File: src/rtl/slug_pkg.sv
`timescale 1ns / 1ps

package slug_pkg;

    // shuffle table geometry (depth must be a power of two, 2 .. 256)
    localparam int TABLE_DEPTH = 32;
    localparam int ADDR_W      = $clog2(TABLE_DEPTH);

    // Lehmer generator: s <- 16807 * s mod (2^31 - 1)
    localparam int VAL_W  = 31;
    localparam int MUL_W  = 15;
    localparam int PROD_W = VAL_W + MUL_W;

    localparam logic [MUL_W-1:0] LEH_MUL = MUL_W'(16807);
    localparam logic [VAL_W-1:0] LEH_MOD = {VAL_W{1'b1}};

    // command codes on the cmd field
    localparam logic CMD_DRAW   = 1'b0;
    localparam logic CMD_RESEED = 1'b1;

    // warm-up steps on a seeding; the last TABLE_DEPTH of them fill the table
    localparam int WARM_STEPS = TABLE_DEPTH + 8;
    localparam int CNT_W      = $clog2(WARM_STEPS);

    // slot = value / (1 + (2^31 - 2) / TABLE_DEPTH) is the top ADDR_W bits
    localparam int SLOT_LSB = VAL_W - ADDR_W;

endpackage

File: src/rtl/slug_ram.sv
`timescale 1ns / 1ps

module slug_ram #(
    parameter int WIDTH = 8,
    parameter int DEPTH = 16
) (
    input  logic                     i_clk,
    input  logic                     i_we,
    input  logic [$clog2(DEPTH)-1:0] i_waddr,
    input  logic [WIDTH-1:0]         i_wdata,
    input  logic [$clog2(DEPTH)-1:0] i_raddr,
    output logic [WIDTH-1:0]         o_rdata
);

    logic [WIDTH-1:0] r_mem [DEPTH];
    logic [WIDTH-1:0] r_rdata;

    always_ff @(posedge i_clk) begin
        if (i_we) begin
            r_mem[i_waddr] <= i_wdata;
        end
        r_rdata <= r_mem[i_raddr];
    end

    assign o_rdata = r_rdata;

endmodule

File: src/rtl/slug_mulmod.sv
`timescale 1ns / 1ps

module slug_mulmod (
    input  logic                       i_clk,
    input  logic [slug_pkg::VAL_W-1:0] i_state,
    output logic [slug_pkg::VAL_W-1:0] o_next
);

    logic [slug_pkg::PROD_W-1:0] r_prod;
    logic [slug_pkg::VAL_W:0]    w_sum;

    // product registered every cycle; operand is held by the caller
    always_ff @(posedge i_clk) begin
        r_prod <= slug_pkg::PROD_W'(i_state) * slug_pkg::PROD_W'(slug_pkg::LEH_MUL);
    end

    // Mersenne reduction: hi * 2^31 + lo == hi + lo (mod 2^31 - 1), sum < 2M
    assign w_sum = {1'b0, r_prod[slug_pkg::VAL_W-1:0]}
                 + (slug_pkg::VAL_W+1)'(r_prod[slug_pkg::PROD_W-1:slug_pkg::VAL_W]);

    always_comb begin
        if (w_sum >= {1'b0, slug_pkg::LEH_MOD}) begin
            o_next = slug_pkg::VAL_W'(w_sum - {1'b0, slug_pkg::LEH_MOD});
        end else begin
            o_next = w_sum[slug_pkg::VAL_W-1:0];
        end
    end

endmodule

File: src/rtl/shuffled_lehmer_uniform_generator.sv
`timescale 1ns / 1ps
// Draw: result lands in the output register from S_DRAW_WR; no new request is taken until idle.
// Reseed (or first draw after reset): 40 warm-up steps (multiply, then reduce, with a table write
//   in the last TABLE_DEPTH steps) plus the draw through S_DRAW_MUL and S_DRAW_WR.
// Rate is set by the registered multiply/reduce step and the registered table read.
// Reset (synchronous, active low) clears generator state; the table RAM is not cleared,
//   as every seeding rewrites all slots before any is read.
module shuffled_lehmer_uniform_generator (
    input  logic                       i_clk,
    input  logic                       i_rst_n,
    input  logic                       i_in_valid,
    output logic                       o_in_ready,
    input  logic                       i_cmd,
    input  logic [slug_pkg::VAL_W-1:0] i_seed,
    output logic                       o_out_valid,
    input  logic                       i_out_ready,
    output logic [slug_pkg::VAL_W-1:0] o_out_value
);

    // one-hot sequencer
    typedef enum logic [4:0] {
        S_IDLE     = 5'b00001,
        S_SEED_MUL = 5'b00010,
        S_SEED_RED = 5'b00100,
        S_DRAW_MUL = 5'b01000,
        S_DRAW_WR  = 5'b10000
    } t_fsm;

    t_fsm                        r_fsm, n_fsm;
    logic [slug_pkg::VAL_W-1:0]  r_state, n_state;   // Lehmer state
    logic [slug_pkg::VAL_W-1:0]  r_last, n_last;     // last output, 0 = unseeded
    logic [slug_pkg::CNT_W-1:0]  r_cnt, n_cnt;       // warm-up step counter
    logic                        r_out_valid, n_out_valid;
    logic [slug_pkg::VAL_W-1:0]  r_value, n_value;

    logic                        w_in_xfer;
    logic                        w_reseed;
    logic                        w_need_seed;
    logic [slug_pkg::VAL_W-1:0]  w_next;
    logic [slug_pkg::VAL_W-1:0]  w_rdata;
    logic [slug_pkg::ADDR_W-1:0] w_slot;
    logic                        w_we;
    logic [slug_pkg::ADDR_W-1:0] w_waddr;

    // Input side takes a transfer only when idle and the output register is
    // empty or draining this cycle, so the draw's write stage always finds it free.
    assign o_in_ready  = (r_fsm == S_IDLE) && (!r_out_valid || i_out_ready);
    assign w_in_xfer   = i_in_valid && o_in_ready;
    assign w_reseed    = (i_cmd == slug_pkg::CMD_RESEED);
    assign w_need_seed = w_reseed || (r_last == '0);

    // slot picked by the top bits of the last output
    assign w_slot = r_last[slug_pkg::VAL_W-1:slug_pkg::SLOT_LSB];

    // multiply on the current state every cycle; reduced result next cycle
    slug_mulmod u_mulmod (
        .i_clk   (i_clk),
        .i_state (r_state),
        .o_next  (w_next)
    );

    // Shuffle table. Read is always addressed at the current slot: the read
    // issued in the transfer (or S_DRAW_MUL) cycle is consumed in S_DRAW_WR,
    // which also writes the new generator value back to the same slot. No
    // read overlaps a pending write to the same entry, so no forwarding.
    assign w_we = ((r_fsm == S_SEED_RED) &&
                   (r_cnt < slug_pkg::CNT_W'(slug_pkg::TABLE_DEPTH))) ||
                  (r_fsm == S_DRAW_WR);
    assign w_waddr = (r_fsm == S_DRAW_WR) ? w_slot : r_cnt[slug_pkg::ADDR_W-1:0];

    slug_ram #(
        .WIDTH (slug_pkg::VAL_W),
        .DEPTH (slug_pkg::TABLE_DEPTH)
    ) u_table (
        .i_clk   (i_clk),
        .i_we    (w_we),
        .i_waddr (w_waddr),
        .i_wdata (w_next),
        .i_raddr (w_slot),
        .o_rdata (w_rdata)
    );

    always_comb begin
        n_fsm       = r_fsm;
        n_state     = r_state;
        n_last      = r_last;
        n_cnt       = r_cnt;
        n_out_valid = r_out_valid && !i_out_ready;
        n_value     = r_value;

        case (r_fsm)
            S_IDLE: begin
                if (w_in_xfer) begin
                    if (w_need_seed) begin
                        // plain draw on an unseeded generator, or a reseed with seed 0, seeds with 1
                        if (w_reseed && (i_seed != '0)) begin
                            n_state = i_seed;
                        end else begin
                            n_state = slug_pkg::VAL_W'(1);
                        end
                        n_cnt = slug_pkg::CNT_W'(slug_pkg::WARM_STEPS - 1);
                        n_fsm = S_SEED_MUL;
                    end else begin
                        n_fsm = S_DRAW_WR;
                    end
                end
            end
            S_SEED_MUL: begin
                n_fsm = S_SEED_RED;
            end
            S_SEED_RED: begin
                n_state = w_next;
                if (r_cnt == '0) begin
                    // slot 0 holds the final warm-up value
                    n_last = w_next;
                    n_fsm  = S_DRAW_MUL;
                end else begin
                    n_cnt = r_cnt - slug_pkg::CNT_W'(1);
                    n_fsm = S_SEED_MUL;
                end
            end
            S_DRAW_MUL: begin
                n_fsm = S_DRAW_WR;
            end
            S_DRAW_WR: begin
                n_state     = w_next;
                n_last      = w_rdata;
                n_value     = w_rdata;
                n_out_valid = 1'b1;
                n_fsm       = S_IDLE;
            end
            default: begin
                n_fsm = S_IDLE;
            end
        endcase
    end

    always_ff @(posedge i_clk) begin
        if (!i_rst_n) begin
            r_fsm       <= S_IDLE;
            r_state     <= '0;
            r_last      <= '0;
            r_cnt       <= '0;
            r_out_valid <= 1'b0;
        end else begin
            r_fsm       <= n_fsm;
            r_state     <= n_state;
            r_last      <= n_last;
            r_cnt       <= n_cnt;
            r_out_valid <= n_out_valid;
        end
        r_value <= n_value;
    end

    assign o_out_valid = r_out_valid;
    assign o_out_value = r_value;

`ifndef ASSERT_OFF
    // write stage must never find an undelivered result
    a_out_free: assert property (@(posedge i_clk) disable iff (!i_rst_n)
        (r_fsm == S_DRAW_WR) |-> !r_out_valid)
        else $error("draw result would overwrite pending output");

    // seeding transfer starts a full warm-up
    a_seed_start: assert property (@(posedge i_clk) disable iff (!i_rst_n)
        (w_in_xfer && w_need_seed) |=>
            (r_fsm == S_SEED_MUL) &&
            (r_cnt == slug_pkg::CNT_W'(slug_pkg::WARM_STEPS - 1)))
        else $error("reseed did not start warm-up");

    // delivered value is the table word read for the draw
    a_out_data: assert property (@(posedge i_clk) disable iff (!i_rst_n)
        (r_fsm == S_DRAW_WR) |=> r_out_valid && (o_out_value == $past(w_rdata)))
        else $error("output value does not match table read");

    // after the fill, last output and generator state agree
    a_fill_end: assert property (@(posedge i_clk) disable iff (!i_rst_n)
        ((r_fsm == S_SEED_RED) && (r_cnt == '0)) |=>
            (r_last == r_state) && (r_fsm == S_DRAW_MUL))
        else $error("fill end left last output out of step");
`endif

endmodule
File: config.mk
export PLATFORM = sky130hd
export DESIGN_NAME = shuffled_lehmer_uniform_generator
export DESIGN_NICKNAME = d
export VERILOG_FILES = /design/src/rtl/slug_pkg.sv /design/src/rtl/slug_ram.sv /design/src/rtl/slug_mulmod.sv /design/src/rtl/shuffled_lehmer_uniform_generator.sv
export SDC_FILE = /design/constraint.sdc
export NUM_CORES = 2
export LEC_CHECK = 0
export BUFFER_PORTS_ARGS = -buffer_cell sky130_fd_sc_hd__clkbuf_2
export CAP_MARGIN = 10
export CELL_PAD_IN_SITES_DETAIL_PLACEMENT = 1
export CELL_PAD_IN_SITES_GLOBAL_PLACEMENT = 2
export CORE_MARGIN = 4
export CORE_UTILIZATION = 30
export DETAILED_ROUTE_END_ITERATION = 8
export GPL_ROUTABILITY_DRIVEN = 0
export PLACE_DENSITY_LB_ADDON = 0.1
export SYNTH_ARGS = -nofsm -noshare
export SYNTH_HDL_FRONTEND = slang
export SYNTH_SLANG_ARGS = --single-unit
File: constraint.sdc
create_clock -name i_clk -period 12.1 [get_ports i_clk]
set_clock_uncertainty 0.05 [all_clocks]
set_input_delay 2.42 -clock i_clk [delete_from_list [all_inputs] [get_ports i_clk]]
set_output_delay 2.42 -clock i_clk [all_outputs]
set_load 0.02 [all_outputs]
==> out/results.ini <==
[yosys]
yosysWarningCount=0
synth_nets=3953
synth_ff_type=edfxtp_1
async_reset_ff_share_pct=0
synth.avg_cell_area_sq_um=15.10
synth.distinct_cells=86
synthCells=3578
synth_edf_count=1023
yosysSeqAreaShare_pct=62.46
synth-seq-cells=1174
syn_area_sq_um=54020

[sta]
finalCritPeriodShare_pct=55.56
rsz0062_at_grt=no
max_slew.worst_pin.slew_ps=1278
slew_viol_final=0
fin_worst_hold_slack_ps=439.4
setup_viol=0
slew_headroom_pct=14.77
hold_viol_final=0
period_needed_ps=6723
fin_setup_tns_ps=0
fmaxAchievable_ghz=0.1487

[worst_setup_path]
crit_fanout=6
crit_buf_inv=7
crit_type=flop to flop
critPathSlowestCell=dfxtp_1
required_ps=12700
cp-start-kind=flop
crit_top_cell=inv_1
crit_chain=inv_1, fa_1, inv_1, ha_1, inv_1, fa_1, inv_1, fa_1, fa_1, inv_1, fa_1, inv_1, ha_1, and4_1, and2_1, and4b_1, o311ai_0, buf_4, a2111o_1, a21bo_2, a311oi_1, o21a_1, o21ai_0, xnor2_1
critPathMaxStageDelay_ps=540
path_delay_family=adder cells
cp.arrival_ps=7330
end_kind=flop

[routing]
drt-wirelength-per-cell_microns=30.51
drt_iter0_markers=2244
vias_per_cell=5.179
drcViolationCount=0
ant_nets=0
drt-pass1-iter-count=5
via_count=32040
routed_wl_microns=188700

[floorplanning]
fp.dieH_microns=432.3
die_width_microns=432.3
ios=69
coreArea_sq_um=178800
initial_utilization_pct=30.21
die_area_sq_um=186900
rows=155

[power_and_ir_drop]
power_density_nw_per_um2=269.9
p_leak_nw=21.28
ir_drop_uv=154.6

[clock_tree]
cts_sinks=1174
clk_path_buf_depth=3
cts_root_buf=clkbuf_16
post_cts_resize_count=0
clk_pin_slew_ps=60
clk_latency_ps=790
cts_made_buffers=138
ctsHtreeMaxLevel=4
hold_buffers=0
cts_tree=built
cts_setup_buffers=0

[outcome]
outcome=complete, no violations

[layout]
syn2layout_area_growth_pct=15.35
drive_gt1_share_pct=15.64
fin_nets=4096

[placement]
place.port_buffers=68
dpl.hpwl_microns=116500

[global_routing]
grt_pass1_vias=33892
overflow=0
grt_pass1_wl_microns=263800
grt_max_degree=107
grtUsageTotal_pct=20.10
antenna_found_initial=10

[hold_path]
holdCritPathClass=flop to flop

[run]
maxCapViolations=0

## per-layer routing
metal	up-vias	track usage [%]	wire length, microns	share of wire [%]
li1	14124	-	-	-
met1	17128	26.47	83430	44
met2	577	34.47	93290	49
met3	211	2.646	6364	3.4
met4	0	6.270	5659	3.0
met5	-	0	0	0
## final timing paths
| path | startpoint | endpoint | slack, ps | depth (start not counted) |
|---|---|---|---|---|
| max | r_state[16] | u_mulmod.r_prod[44] | 5380 | 24 |
| min | u_table.o_rdata[2] | o_out_value[2] | 440 | 0 |
| max reg2reg | r_state[16] | u_mulmod.r_prod[44] | 5380 | 24 |
| min reg2reg | u_table.o_rdata[2] | o_out_value[2] | 440 | 0 |
## final cells by class
type	instances	area [sq um]
Antenna cell	2	5.005
Clock buffer	189	3829
Clock inverter	59	513.0
Fill cell	18248	116500
Inverter	307	1157
Multi-Input combinational cell	1924	18870
Sequential cell	1174	33760
Tap cell	2355	2947
Timing Repair Buffer	176	1227
## where the power goes
group          leakage [nW]  switching [mW]  internal (mW)  total, mW
Sequential             10.4           0.237           5.63       5.87
Clock                  2.12            1.71           2.31       4.03
Combinational          8.73            4.62           2.30       6.92
## placed cells by master (no fill, tap or decap), types with 21 or more instances in the layout
cell / netlist / final
nand4_1: 26 / 26
or3_1: 49 / 49
nand3_1: 36 / 35
clkbuf_1: 111 / 36
ha_1: 205 / 205
nor4_1: 27 / 27
mux2i_1: 252 / 252
xor2_1: 33 / 27
clkinv_1: 0 / 21
inv_1: 306 / 304
a21oi_1: 165 / 165
nor2_4: 0 / 34
nor3_1: 43 / 42
nand2_1: 76 / 75
o221ai_1: 128 / 128
mux4_2: 124 / 124
edfxtp_1: 1023 / 1023
a22o_1: 31 / 31
o31ai_1: 33 / 33
dfxtp_1: 151 / 146
xnor2_1: 41 / 35
o21ai_0: 55 / 55
nor2_1: 110 / 62
fa_1: 134 / 134
clkbuf_16: 0 / 141
o21a_1: 27 / 27
clkbuf_2: 0 / 67
buf_4: 0 / 101
o22ai_1: 63 / 63
a21o_1: 21 / 21
## logic make-up after synthesis
group	count (synthesis)	share of synthesized area, %
AOI/OAI and AO/OA	661	8.568
xor gates and xnor gates	79	1.371
adders and majority gates	339	9.714
buffers and inverters	480	3.409
DFF	1174	62.46
muxes	378	9.881
and+or+nand+nor	467	4.593
## cells in the mapped netlist, drive strengths merged (16+ instances only)
library cell | number | area, sq um
a21boi | 16 | 120.1
a21o | 21 | 157.7
a21oi | 166 | 834.6
a22o | 31 | 271.5
a31oi | 18 | 112.6
and3 | 18 | 112.6
buf | 62 | 272.8
clkbuf | 111 | 416.7
dfxtp | 151 | 3023
edfxtp | 1023 | 30720
fa | 134 | 2683
ha | 205 | 2565
inv | 307 | 1152
mux2i | 252 | 2522
mux4 | 124 | 2793
nand2 | 77 | 296.5
nand3 | 36 | 180.2
nand4 | 27 | 175.2
nor2 | 112 | 439.2
nor3 | 43 | 215.2
nor4 | 27 | 168.9
o21a | 27 | 202.7
o21ai | 60 | 315.3
o221ai | 128 | 1121
o22ai | 64 | 406.6
o31ai | 33 | 247.7
or3 | 49 | 306.5
xnor2 | 42 | 375.4
xor2 | 37 | 365.4
## registers in the layout (all words and copies together) (netlist names)
| register | cells |
|---|---|
| r_fsm | 5 |
| u_table.r_mem | 992 |
| u_table.o_rdata | 31 |
| u_mulmod.r_prod | 46 |
| o_out_value | 31 |
| r_last | 31 |
| r_cnt | 6 |
| o_out_valid | 1 |
| r_state | 31 |
## stage by stage
step | area (sq um) | worst slack [ps] | utilization (%) | power, mW | instances
2_1_floorplan | 54020 | 6061 | - | 10.25 | 3578
3_3_place_gp | 57850 | 5445 | 32.35 | 12.94 | 5929
3_5_place_dp | 57850 | 5388 | 32.35 | 12.89 | 5929
4_1_cts | 62190 | 5350 | 34.78 | 17.08 | 6177
5_1_grt | 62300 | 4954 | 34.84 | 18.03 | 6184
6_report | 62310 | 5377 | 34.85 | 16.82 | 6186
Note: power is estimated with default switching activity, not from simulation.
